<file path="config.mk">
export PLATFORM = sky130hd
export DESIGN_NAME = newton_divided_differences_unit
export DESIGN_NICKNAME = d
export VERILOG_FILES = /design/src/sv/ndd_pkg.sv /design/src/sv/newton_divided_differences_unit.sv /design/src/sv/ndd_ram.sv /design/src/sv/ndd_div.sv
export SDC_FILE = /design/constraint.sdc
export NUM_CORES = 2
export LEC_CHECK = 0
export BUFFER_PORTS_ARGS = -buffer_cell sky130_fd_sc_hd__buf_2
export CORE_ASPECT_RATIO = 1.4
export CORE_MARGIN = 2
export CORE_UTILIZATION = 35
export DETAILED_ROUTE_END_ITERATION = 10
export PLACE_DENSITY_LB_ADDON = 0.2
export SLEW_MARGIN = 20
export SYNTH_ARGS = -nofsm -noshare
export SYNTH_HDL_FRONTEND = slang
export SYNTH_SLANG_ARGS = --single-unit
</file>
<file path="constraint.sdc">
create_clock -name clk -period 5.3 [get_ports clk]
set_input_delay 0.53 -clock clk [delete_from_list [all_inputs] [get_ports clk]]
set_output_delay 0.53 -clock clk [all_outputs]
set_load 0.05 [all_outputs]
</file>
<file path="src/sv/ndd_pkg.sv">
// ----------------------------------------------------------------------------
// Divided-difference package
// Widths and the result bundle shared by the sequencer and the divider.
// ----------------------------------------------------------------------------
package ndd_pkg;

	localparam int unsigned COEF_W  = 32;  // Q16.16 word
	localparam int unsigned ORDER_W = 6;
	localparam int unsigned NUM_W   = 33;  // difference of two Q16.16 words
	localparam int unsigned FRAC_W  = 16;
	localparam int unsigned DVD_W   = NUM_W + FRAC_W;

	typedef struct packed {
		logic              done;
		logic              err;
		logic [COEF_W-1:0] quo;
	} ndd_div_res_t;

endpackage

</file>
<file path="src/sv/newton_divided_differences_unit.sv">
// ----------------------------------------------------------------------------
// Newton divided-difference unit
// Collects interpolation nodes, builds the divided-difference table in place
// and streams out the Newton coefficients gamma_0 .. gamma_{n-1}.
// ----------------------------------------------------------------------------
// Nodes arrive on the s_ channel, one (x, y) pair per transfer; s_tlast marks
// the last node of a set. Nodes past MAX_NODES are dropped. While nodes are
// being collected s_tready stays high. After the last node s_tready drops
// until the final coefficient is taken. Each table entry is fetched through
// S_RA, S_RB and S_RC and then divided on the shared serial divider, which
// sets the latency from the last node until the first coefficient is offered.
// Coefficients then leave on the m_ channel in order; each is read in S_EMRD,
// registered in S_EMW and held in S_EMH until it is taken, so the next one is
// not fetched before then. m_tlast marks gamma_{n-1} and
// m_tuser carries the error flag of the whole run on every transfer.
// A stall on m_tready simply holds the current coefficient. Reset clears the
// node count, the error flag and the sequencer; stored data is not cleared.
module newton_divided_differences_unit
	import ndd_pkg::*;
#(
	parameter int unsigned MAX_NODES = 32
) (
	input  logic        clk,
	input  logic        arst_n,
	input  logic        s_tvalid,
	output logic        s_tready,
	input  logic [63:0] s_tdata,   // node_x[31:0], node_y[63:32]
	input  logic        s_tlast,   // final_node
	output logic        m_tvalid,
	input  logic        m_tready,
	output logic [39:0] m_tdata,   // coefficient[31:0], order[37:32], zero pad
	output logic        m_tlast,   // final_coefficient
	output logic        m_tuser    // spacing_error
);

	localparam int unsigned AW = $clog2(MAX_NODES);
	localparam int unsigned CW = $clog2(MAX_NODES + 1);

	typedef enum logic [9:0] {
		S_IDLE = 10'b00_0000_0001,
		S_LD0  = 10'b00_0000_0010,
		S_LD0W = 10'b00_0000_0100,
		S_RA   = 10'b00_0000_1000,
		S_RB   = 10'b00_0001_0000,
		S_RC   = 10'b00_0010_0000,
		S_DIV  = 10'b00_0100_0000,
		S_EMRD = 10'b00_1000_0000,
		S_EMW  = 10'b01_0000_0000,
		S_EMH  = 10'b10_0000_0000
	} state_t;

	state_t             state_q;
	logic [CW-1:0]      cnt_q;
	logic [CW-1:0]      n_q;
	logic [CW-1:0]      k_q;
	logic [CW-1:0]      j_q;
	logic [CW-1:0]      e_q;
	logic               err_q;
	logic [COEF_W-1:0]  dprev_q;
	logic [COEF_W-1:0]  dnext_q;
	logic [COEF_W-1:0]  xj_q;
	logic               m_tvalid_q;
	logic [COEF_W-1:0]  coef_q;
	logic [ORDER_W-1:0] order_q;
	logic               last_q;

	logic               in_xfer;
	logic               room;
	logic [CW-1:0]      jk;
	logic [CW-1:0]      jk1;
	logic [CW-1:0]      j1;

	logic               x_we;
	logic [AW-1:0]      x_raddr;
	logic [COEF_W-1:0]  x_rdata;
	logic               d_we;
	logic [AW-1:0]      d_waddr;
	logic [COEF_W-1:0]  d_wdata;
	logic [AW-1:0]      d_raddr;
	logic [COEF_W-1:0]  d_rdata;
	logic               g_we;
	logic [COEF_W-1:0]  g_rdata;

	logic               div_start;
	logic signed [NUM_W-1:0] div_num;
	logic signed [NUM_W-1:0] div_den;
	ndd_div_res_t       div_res;

	assign s_tready = (state_q == S_IDLE);
	assign in_xfer  = s_tvalid && s_tready;
	assign room     = cnt_q < CW'(MAX_NODES);
	assign jk       = j_q + k_q;
	assign jk1      = jk + 1'b1;
	assign j1       = j_q + 1'b1;

	// Table memories: x values, working differences and finished coefficients.
	assign x_we    = in_xfer && room;
	assign x_raddr = (state_q == S_RB) ? jk[AW-1:0] : j_q[AW-1:0];

	assign d_we    = x_we || ((state_q == S_DIV) && div_res.done);
	assign d_waddr = (state_q == S_IDLE) ? cnt_q[AW-1:0] : j_q[AW-1:0];
	assign d_wdata = (state_q == S_IDLE) ? s_tdata[63:32] : div_res.quo;
	assign d_raddr = (state_q == S_LD0) ? AW'(0) : j1[AW-1:0];

	assign g_we    = (state_q == S_LD0W);

	assign div_start = (state_q == S_RC);
	assign div_num   = NUM_W'(signed'(dnext_q)) - NUM_W'(signed'(dprev_q));
	assign div_den   = NUM_W'(signed'(x_rdata)) - NUM_W'(signed'(xj_q));

	ndd_ram #(.WIDTH(COEF_W), .DEPTH(MAX_NODES)) u_xram (
		.clk   (clk),
		.we    (x_we),
		.waddr (cnt_q[AW-1:0]),
		.wdata (s_tdata[31:0]),
		.raddr (x_raddr),
		.rdata (x_rdata)
	);

	ndd_ram #(.WIDTH(COEF_W), .DEPTH(MAX_NODES)) u_dram (
		.clk   (clk),
		.we    (d_we),
		.waddr (d_waddr),
		.wdata (d_wdata),
		.raddr (d_raddr),
		.rdata (d_rdata)
	);

	ndd_ram #(.WIDTH(COEF_W), .DEPTH(MAX_NODES)) u_gram (
		.clk   (clk),
		.we    (g_we),
		.waddr (AW'(k_q - 1'b1)),
		.wdata (d_rdata),
		.raddr (e_q[AW-1:0]),
		.rdata (g_rdata)
	);

	ndd_div u_div (
		.clk    (clk),
		.arst_n (arst_n),
		.start  (div_start),
		.num    (div_num),
		.den    (div_den),
		.res    (div_res)
	);

	always_ff @(posedge clk or negedge arst_n) begin
		if (!arst_n) begin
			state_q    <= S_IDLE;
			cnt_q      <= '0;
			n_q        <= '0;
			k_q        <= '0;
			j_q        <= '0;
			e_q        <= '0;
			err_q      <= 1'b0;
			m_tvalid_q <= 1'b0;
		end else begin
			case (state_q)
				S_IDLE: begin
					if (in_xfer) begin
						if (room) begin
							cnt_q <= cnt_q + 1'b1;
						end
						if (s_tlast) begin
							n_q     <= room ? CW'(cnt_q + 1'b1) : cnt_q;
							k_q     <= CW'(1);
							state_q <= S_LD0;
						end
					end
				end
				S_LD0: begin
					state_q <= S_LD0W;
				end
				S_LD0W: begin
					// d[0] now holds gamma_{k-1}; it was copied out this cycle.
					if (k_q == n_q) begin
						e_q     <= '0;
						state_q <= S_EMRD;
					end else begin
						j_q     <= '0;
						state_q <= S_RA;
					end
				end
				S_RA: begin
					state_q <= S_RB;
				end
				S_RB: begin
					state_q <= S_RC;
				end
				S_RC: begin
					state_q <= S_DIV;
				end
				S_DIV: begin
					if (div_res.done) begin
						err_q <= err_q | div_res.err;
						j_q   <= j1;
						if (jk1 < n_q) begin
							state_q <= S_RA;
						end else begin
							k_q     <= k_q + 1'b1;
							state_q <= S_LD0;
						end
					end
				end
				S_EMRD: begin
					state_q <= S_EMW;
				end
				S_EMW: begin
					m_tvalid_q <= 1'b1;
					state_q    <= S_EMH;
				end
				S_EMH: begin
					if (m_tready) begin
						m_tvalid_q <= 1'b0;
						if (last_q) begin
							cnt_q   <= '0;
							err_q   <= 1'b0;
							state_q <= S_IDLE;
						end else begin
							e_q     <= e_q + 1'b1;
							state_q <= S_EMRD;
						end
					end
				end
				default: begin
					state_q <= S_IDLE;
				end
			endcase
		end
	end

	always_ff @(posedge clk) begin
		if (state_q == S_LD0W) begin
			dprev_q <= d_rdata;
		end
		if (state_q == S_RB) begin
			dnext_q <= d_rdata;
			xj_q    <= x_rdata;
		end
		if ((state_q == S_DIV) && div_res.done) begin
			// The old d[j+1] is the lower operand of the next quotient.
			dprev_q <= dnext_q;
		end
		if (state_q == S_EMW) begin
			coef_q  <= g_rdata;
			order_q <= ORDER_W'(e_q);
			last_q  <= (CW'(e_q + 1'b1) == n_q);
		end
	end

	assign m_tvalid = m_tvalid_q;
	assign m_tdata  = {2'b00, order_q, coef_q};
	assign m_tlast  = last_q;
	assign m_tuser  = err_q;

endmodule

</file>
<file path="src/sv/ndd_ram.sv">
// ----------------------------------------------------------------------------
// Generic RAM
// One write port and one read port with registered read data.
// ----------------------------------------------------------------------------
module ndd_ram #(
	parameter int unsigned WIDTH = 32,
	parameter int unsigned DEPTH = 32
) (
	input  logic                     clk,
	input  logic                     we,
	input  logic [$clog2(DEPTH)-1:0] waddr,
	input  logic [WIDTH-1:0]         wdata,
	input  logic [$clog2(DEPTH)-1:0] raddr,
	output logic [WIDTH-1:0]         rdata
);

	logic [WIDTH-1:0] mem [DEPTH];

	always_ff @(posedge clk) begin
		if (we) begin
			mem[waddr] <= wdata;
		end
		rdata <= mem[raddr];
	end

endmodule

</file>
<file path="src/sv/ndd_div.sv">
// ----------------------------------------------------------------------------
// Saturating fixed-point divider
// Radix-2 restoring division of (num * 2^16) / den, one quotient bit a cycle,
// truncated toward zero and saturated to the signed Q16.16 range.
// ----------------------------------------------------------------------------
module ndd_div
	import ndd_pkg::*;
(
	input  logic                    clk,
	input  logic                    arst_n,
	input  logic                    start,
	input  logic signed [NUM_W-1:0] num,
	input  logic signed [NUM_W-1:0] den,
	output ndd_div_res_t            res
);

	localparam int unsigned CNT_W = $clog2(DVD_W + 1);

	logic                busy_q;
	logic                fin_q;
	logic [CNT_W-1:0]    cnt_q;
	logic                neg_q;
	logic [NUM_W-1:0]    rem_q;
	logic [DVD_W-1:0]    dvd_q;
	logic [NUM_W-1:0]    dvs_q;
	logic                done_q;
	logic                err_q;
	logic [COEF_W-1:0]   quo_q;

	logic [NUM_W-1:0]    num_abs;
	logic [NUM_W-1:0]    den_abs;
	logic [NUM_W:0]      trial;
	logic                fits;
	logic [DVD_W-1:0]    pos_lim;
	logic [DVD_W-1:0]    neg_lim;

	assign num_abs = num[NUM_W-1] ? NUM_W'(-num) : NUM_W'(num);
	assign den_abs = den[NUM_W-1] ? NUM_W'(-den) : NUM_W'(den);
	assign trial   = {rem_q, dvd_q[DVD_W-1]};
	assign fits    = trial >= {1'b0, dvs_q};
	assign pos_lim = DVD_W'(32'h7FFF_FFFF);
	assign neg_lim = DVD_W'(33'h0_8000_0000);

	always_ff @(posedge clk or negedge arst_n) begin
		if (!arst_n) begin
			busy_q <= 1'b0;
			fin_q  <= 1'b0;
			done_q <= 1'b0;
			cnt_q  <= '0;
		end else begin
			done_q <= 1'b0;
			fin_q  <= 1'b0;
			if (start) begin
				if (den == '0) begin
					done_q <= 1'b1;
				end else begin
					busy_q <= 1'b1;
					cnt_q  <= CNT_W'(DVD_W);
				end
			end else if (busy_q) begin
				cnt_q <= cnt_q - 1'b1;
				if (cnt_q == CNT_W'(1)) begin
					busy_q <= 1'b0;
					fin_q  <= 1'b1;
				end
			end else if (fin_q) begin
				done_q <= 1'b1;
			end
		end
	end

	always_ff @(posedge clk) begin
		if (start) begin
			neg_q <= num[NUM_W-1] ^ den[NUM_W-1];
			rem_q <= '0;
			dvd_q <= {num_abs, FRAC_W'(0)};
			dvs_q <= den_abs;
			err_q <= (den == '0);
			quo_q <= '0;
		end else if (busy_q) begin
			rem_q <= fits ? NUM_W'(trial - {1'b0, dvs_q}) : trial[NUM_W-1:0];
			dvd_q <= {dvd_q[DVD_W-2:0], fits};
		end else if (fin_q) begin
			if (neg_q) begin
				if (dvd_q > neg_lim) begin
					err_q <= 1'b1;
					quo_q <= 32'h8000_0000;
				end else begin
					quo_q <= -dvd_q[COEF_W-1:0];
				end
			end else if (dvd_q > pos_lim) begin
				err_q <= 1'b1;
				quo_q <= 32'h7FFF_FFFF;
			end else begin
				quo_q <= dvd_q[COEF_W-1:0];
			end
		end
	end

	assign res.done = done_q;
	assign res.err  = err_q;
	assign res.quo  = quo_q;

endmodule

</file>
## Yosys cells after proc, flatten, opt, wreduce, memory -nomap -nowiden

Memories as Yosys holds them, arrays and structs flattened. A register that Yosys moved wholly into a read port is not among the register bits.
Index checks and enable logic that the tools add are counted.

| word-level totals | value |
|---|---|
| register bits | 335 |
| RAM bits | 3072 |
| bits of input ports | 69 |
| output and inout bits | 44 |
| word-level logic and storage cells | 173 |
| memories kept | 3 |

Memory list:

| name | words | width | read ports | clocked after memory_dff | write ports | RTL line | RTL |
|---|---|---|---|---|---|---|---|
| u_dram.mem | 32 | 32 | 1 | 1 | 1 | ndd_ram.sv:17 | `logic [WIDTH-1:0] mem [DEPTH];` |
| u_gram.mem | 32 | 32 | 1 | 1 | 1 | ndd_ram.sv:17 |  |
| u_xram.mem | 32 | 32 | 1 | 1 | 1 | ndd_ram.sv:17 |  |

| cells by class | value |
|---|---|
| $add $sub $neg | 14 |
| order comparisons | 5 |
| equality and inequality tests | 25 |
| multiplexer cells | 71 |
| bitwise gates (word level) | 3 |
| reduce and logical (&&, ||, !) cells | 26 |

Operators with widths:

| kind | count |
|---|---|
| $mux W32 | 7 |
| $pmux W10 S10 | 1 |
| $mux W49 | 2 |
| $mux W6 | 16 |
| $mux W33 | 2 |
| $neg A33 Y33 | 2 |
| $sub A32 B32 Y33 | 2 |
| $gt A49 B31 Y1 const B | 1 |
| $gt A49 B32 Y1 const B | 1 |
| $pmux W6 S2 | 4 |
| $mux W10 | 4 |
| $ge A34 B33 Y1 | 1 |
| $logic_not A33 Y1 | 1 |
| $sub A33 B33 Y33 | 1 |
| $neg A32 Y32 | 1 |
| $add A6 B1 Y6 const B | 5 |
| $mux W1 | 27 |
| $reduce_and A4 Y1 | 5 |
| $reduce_bool A2 Y1 | 9 |
| $mux W8 | 2 |
| $mux W5 | 3 |
| $ne A2 B2 Y1 const B | 7 |
| $eq A6 B6 Y1 | 2 |
| $eq A10 B1 Y1 const B | 1 |
| other kinds (28) | 37 |

## Depth between registers and ports, before layout

| depth | value |
|---|---|
| word-level depth | 6 |
| mapped depth | 19 |
| gate-level depth less buffers | 18 |

## Cells and area by module

A second synthesis with hierarchy kept.

| second synthesis, totals | value |
|---|---|
| cell total of the unflattened synthesis | 9074 |
| area, all modules | 142974.6 sq um |

Modules (own cells, without submodules):

| module | times used | cells an instance | area each (sq um) | sequential area each (sq um) |
|---|---|---|---|---|
| ndd_ram (u_gram ...) | 2 | 2260 | 40485.1 | 31390.1 |
| ndd_ram (u_dram) | 1 | 2260 | 40492.6 | 31390.1 |
| newton_divided_differences_unit | 1 | 1137 | 11325.9 | 5106.1 |
| ndd_div | 1 | 1157 | 10186.0 | 3888.7 |

## Least setup slack after synthesis

OpenSTA, ideal clock, no wires.

| timing path | value |
|---|---|
| kind | register to register |
| start point | register state_q[5] |
| end point | register coef_q[0], enable pin |
| setup time | 496 ps |
| arrival time | 4050 ps |
| data required time | 4804 ps |
| setup slack | 754 ps |
| stages on the path, launching flop included | 5 |
| path buffers | 1 |
| period minus slack after synthesis | 4546 ps |
| cell sequence | dfrtp_1 -> clkbuf_1 -> nor4_1 -> nand3_1 -> nor3b_1 |

| between the ends | value |
|---|---|
| word-level cells in the longest chain between the ends | 1 |

Ends and longest elaborated chain:

| item | RTL line | RTL |
|---|---|---|
| start: declaration | newton_divided_differences_unit.sv:52 | `state_t state_q;` |
| start signal: assignment | newton_divided_differences_unit.sv:149 | `state_q <= S_IDLE;` |
| start signal: assignment | newton_divided_differences_unit.sv:167 | `state_q <= S_LD0;` |
| start signal: assignment | newton_divided_differences_unit.sv:172 | `state_q <= S_LD0W;` |
| $eq A10 B9 Y1 | newton_divided_differences_unit.sv:244 | `if (state_q == S_EMW) begin` |
| end signal: assignment | newton_divided_differences_unit.sv:245 | `coef_q <= g_rdata;` |
| end: declaration | newton_divided_differences_unit.sv:63 | `logic [COEF_W-1:0] coef_q;` |

Every way passes these cells.
A chain may end at the register's enable or synchronous reset.

## Worst setup path in the final report

| timing path | value |
|---|---|
| start point | register xj_q[0] |
| end point | register u_div.cnt_q[3] |

| between the ends | value |
|---|---|
| word-level cells in the longest chain between the ends | 4 |

Ends and longest elaborated chain:

| item | RTL line | RTL |
|---|---|---|
| start: declaration | newton_divided_differences_unit.sv:61 | `logic [COEF_W-1:0] xj_q;` |
| start signal: assignment | newton_divided_differences_unit.sv:238 | `xj_q <= x_rdata;` |
| $sub A32 B32 Y33 | newton_divided_differences_unit.sv:109 | `assign div_den = NUM_W'(signed'(x_rdata)) - NUM_W'(signed'(xj_q));` |
| $logic_not A33 Y1 | ndd_div.sv:54 | `if (den == '0) begin` |
| $ne A2 B2 Y1 (no line) | - |  |
| $reduce_and A2 Y1 (no line) | - |  |
| end signal: assignment | ndd_div.sv:58 | `cnt_q <= CNT_W'(DVD_W);` |
| end signal: assignment | ndd_div.sv:61 | `cnt_q <= cnt_q - 1'b1;` |
| end: declaration | ndd_div.sv:21 | `logic [CNT_W-1:0] cnt_q;` |

Every way passes these cells.

==> summary.md <==
| Metric | Value |
|---|---|
| Outcome | `complete, no violations` |
| Top_reg_cell synth | `edfxtp_1` |
| Clock transition at the registers of the reported paths | `0.06 ns` |
| Most frequent cells in the layout | `edfxtp_1, mux4_2, nand2_1` |
| Wire length on met2 | `204000 µm` |
| CTS Buf Count | `348` |
| Met1 wire length | `161000 µm` |
| Row cnt | `276` |
| Worst hold slack | `0.0693 ns` |
| Detail-routed via count per cell | `5.45` |
| Die W | `541 µm` |
| Vias in the first global route | `79068` |
| First drt pass iteration count | `6` |
| Power density cells | `371 mW/mm²` |
| DIE AREA | `0.410 mm²` |
| Core area | `0.403 mm²` |
| Final setup fails | `0` |
| Startpoint Class | `flip-flop` |
| CTS tree | `yes` |
| GR Overflow Total | `0` |
| Number of clock sinks | `3503` |
| Nets | `8747` |
| CTS Buffer Depth | `4` |
| IO buf count | `110` |
| Number of post-CTS setup repair buffers | `0` |
| Worst-Skew Late Latency | `0.99 ns` |
| Syn Area/Cell | `17.2 µm²` |
| Critical path data arrival time | `5.51 ns` |
| Final period util | `88.4%` |
| Final WL | `390000 µm` |
| Avg WL per Cell | `27.6 µm` |
| Sequential-to-total area share from yosys stat | `72.9%` |
| Highest routed layer | `met5` |
| Post-DP HPWL | `228000 µm` |
| DRC Markers | `0` |
| WS Path Type | `reg2reg` |
| Slew HR | `25.8%` |
| MaxCap Viol Count | `0` |
| Ys async rst share | `1.46%` |
| Least-Margin Pin Slew | `1.11 ns` |
| Sum Neg Setup Slack | `0 ns` |
| Met3 WL | `16900 µm` |
| First-pass GRT wire length | `561000 µm` |
| Syn Std Cell Area | `0.142 mm²` |
| Peak supply drop | `0.303 mV` |
| Post-synth EDFFs | `3275` |
| I/O pins | `113` |
| Ys Warns | `0` |
| Height of the die | `756 µm` |
| CP Capture Type | `flip-flop` |
| Netlist cell types | `97` |
| Final Hold Fails | `0` |
| Initial antenna violation count | `19` |
| Post-route ant nets | `0` |
| Yosys reg bits | `3503` |
| H-tree Lvls | `5` |
| Root buffer selected by CTS | `clkbuf_16` |
| Gpl congestion | `0.802` |
| GRT Util Overall | `18.7%` |
| DRT iter0 DRCs | `6482` |
| CP required | `6.12 ns` |
| Via count | `76919` |
| Area growth syn-to-layout | `15.0%` |
| Tmin final | `4.69 ns` |
| Fmax | `213 MHz` |
| Pins Over Slew Limit | `0` |
| Critical path fanouts, max | `5` |
| Starting density of the core | `35.1%` |
| Clock skew | `0.0822 ns` |
| RSZ-0062 raised after global routing | `no` |
| Share of layout cells above drive strength 1 | `20.6%` |
| Commonest non-fill, non-tap cell in the layout | `edfxtp_1` |
| Pleak | `52.8 nW` |
| Fill count | `35874` |
| Syn Inst Count | `8240` |
| Largest net degree at the start of global routing | `135` |
| Worst Hold Class | `in2reg` |
[stage by stage]
step           cells  setup slack, ns  utilization [%]  instance area, µm²  total power [mW]
3_3_place_gp   13452            0.346             37.5              151000              36.2
2_1_floorplan   8241            0.754                -              142000              34.2
4_1_cts        14117            0.389             40.4              163000              61.1
5_1_grt        14121            0.130             40.4              163000              62.3
6_report       14126            0.613             40.4              163000              60.4
3_5_place_dp   13453            0.419             37.5              151000              36.3
[worst paths after layout]
path	from	endpoint	slack (ns)	cells after the start
max	xj_q[0]	u_div.cnt_q[3]	0.61	18
min	s_tdata[20]	u_xram.mem[9][20]	0.07	1
max reg2reg	xj_q[0]	u_div.cnt_q[3]	0.61	18
min reg2reg	u_gram.rdata[18]	coef_q[18]	0.40	0
max in group asynchronous	arst_n	e_q[0]	4.38	3
min in group asynchronous	arst_n	m_tvalid	0.33	3
[power breakdown]
group	internal [mW]	leakage, nW	total [mW]	switching [mW]
Sequential	31.6	31.8	32.0	0.327
Combinational	0.868	15.5	3.76	2.89
Clock	13.9	5.56	24.7	10.8
Total	46.4	52.8	60.4	14.0
[critical path: stages (launching register included)]
cell and delay [ns]:
edfxtp_1 0.39, ha_1 0.23, fa_1 0.40, nand2b_1 0.20, a21oi_2 0.29, o2111ai_1 0.22
and2_1 0.27, xnor2_1 0.20, nor4b_1 0.31, buf_4 0.18, nand3_1 0.14, nor4b_2 0.37
nand2b_1 0.15, nor4b_1 0.51, ha_1 0.32, nand2_1 0.11, o21ai_0 0.12, nand2_1 0.08
o21ai_0 0.08
[metal layers]
layer / global-route usage (%) / vias to the layer above
met1: 23.8 / 40920
met3: 2.35 / 476
li1: - / 33684
met2: 33.8 / 1835
met4: 4.14 / 4
met5: 0 / -
[Yosys cell counts, drive strengths merged (7+ instances only)]
cell type / n / area (µm²)
nor2b: 87 / 544
buf: 98 / 445
mux2: 99 / 1110
o211ai: 177 / 1330
nor4: 24 / 184
a31oi: 90 / 563
nand3b: 7 / 52.6
nor4b: 10 / 113
nand3: 58 / 290
nor3: 34 / 170
xor2: 77 / 682
nand2: 576 / 2160
inv: 152 / 571
a21o: 74 / 556
dfrtp: 50 / 1250
o31ai: 31 / 243
a211o: 10 / 87.6
nor2: 310 / 1160
o21ai: 247 / 1240
mux2i: 167 / 1670
nand4: 33 / 213
clkbuf: 394 / 1480
dfxtp: 177 / 3540
a21oi: 337 / 1690
a211oi: 246 / 1860
nor3b: 13 / 97.6
a32oi: 7 / 61.3
xnor2: 98 / 858
mux4: 576 / 13000
o21a: 21 / 158
o221ai: 132 / 1160
and3: 31 / 194
nand2b: 24 / 150
and2: 80 / 500
o21bai: 8 / 60.1
ha: 128 / 1600
nand4b: 8 / 70.1
or3: 20 / 125
or2: 16 / 100
edfxtp: 3275 / 98300
o22ai: 134 / 838
[layout make-up]
type | count | area (µm²) | share of cell area (%)
timing repair buffer | 447 | 4230 | 2.60
multi-input combinational | 4091 | 36800 | 22.6
sequential | 3503 | 103000 | 63.4
antenna | 9 | 22.5 | 0.0138
inverter | 155 | 591 | 0.363
clock buffer | 439 | 9430 | 5.79
clock inverter | 200 | 1900 | 1.17
tap | 5282 | 6610 | 4.06
[state kept, by name, indices dropped and copies added (netlist names), 6 cells and up]
signal and count:
k_q 6, u_dram.rdata 32, u_xram.rdata 32, xj_q 32, dnext_q 32, coef_q 32, u_gram.rdata 32, dprev_q 32
u_dram.mem 1024, order_q 6, j_q 6, u_div.dvd_q 49, e_q 6, u_div.quo_q 32, u_xram.mem 1024, cnt_q 6
u_div.rem_q 33, n_q 6, state_q 10, u_gram.mem 1024, u_div.dvs_q 33, u_div.cnt_q 6
[kinds of logic after synthesis]
| kind of cell | count (synthesis) | share of synthesized area (%) |
|---|---|---|
| adder cells (fa/ha/maj) | 132 | 1.19 |
| AND/OR/NAND/NOR | 1353 | 4.47 |
| AO/OA/AOI/OAI | 1587 | 7.46 |
| multiplexers | 842 | 11.1 |
| XOR/XNOR | 175 | 1.09 |
| buffers and inverters | 647 | 1.77 |
| flip-flops | 3503 | 72.9 |
| other | 1 | 0.00265 |
[repair_timing]
item,in CTS,in global routing
resized for setup,0,2
setup endpoints to repair,0,3
endpoints found under the hold margin,579,0
hold buffers,25,0
Power figures use the tool's default switching activity.
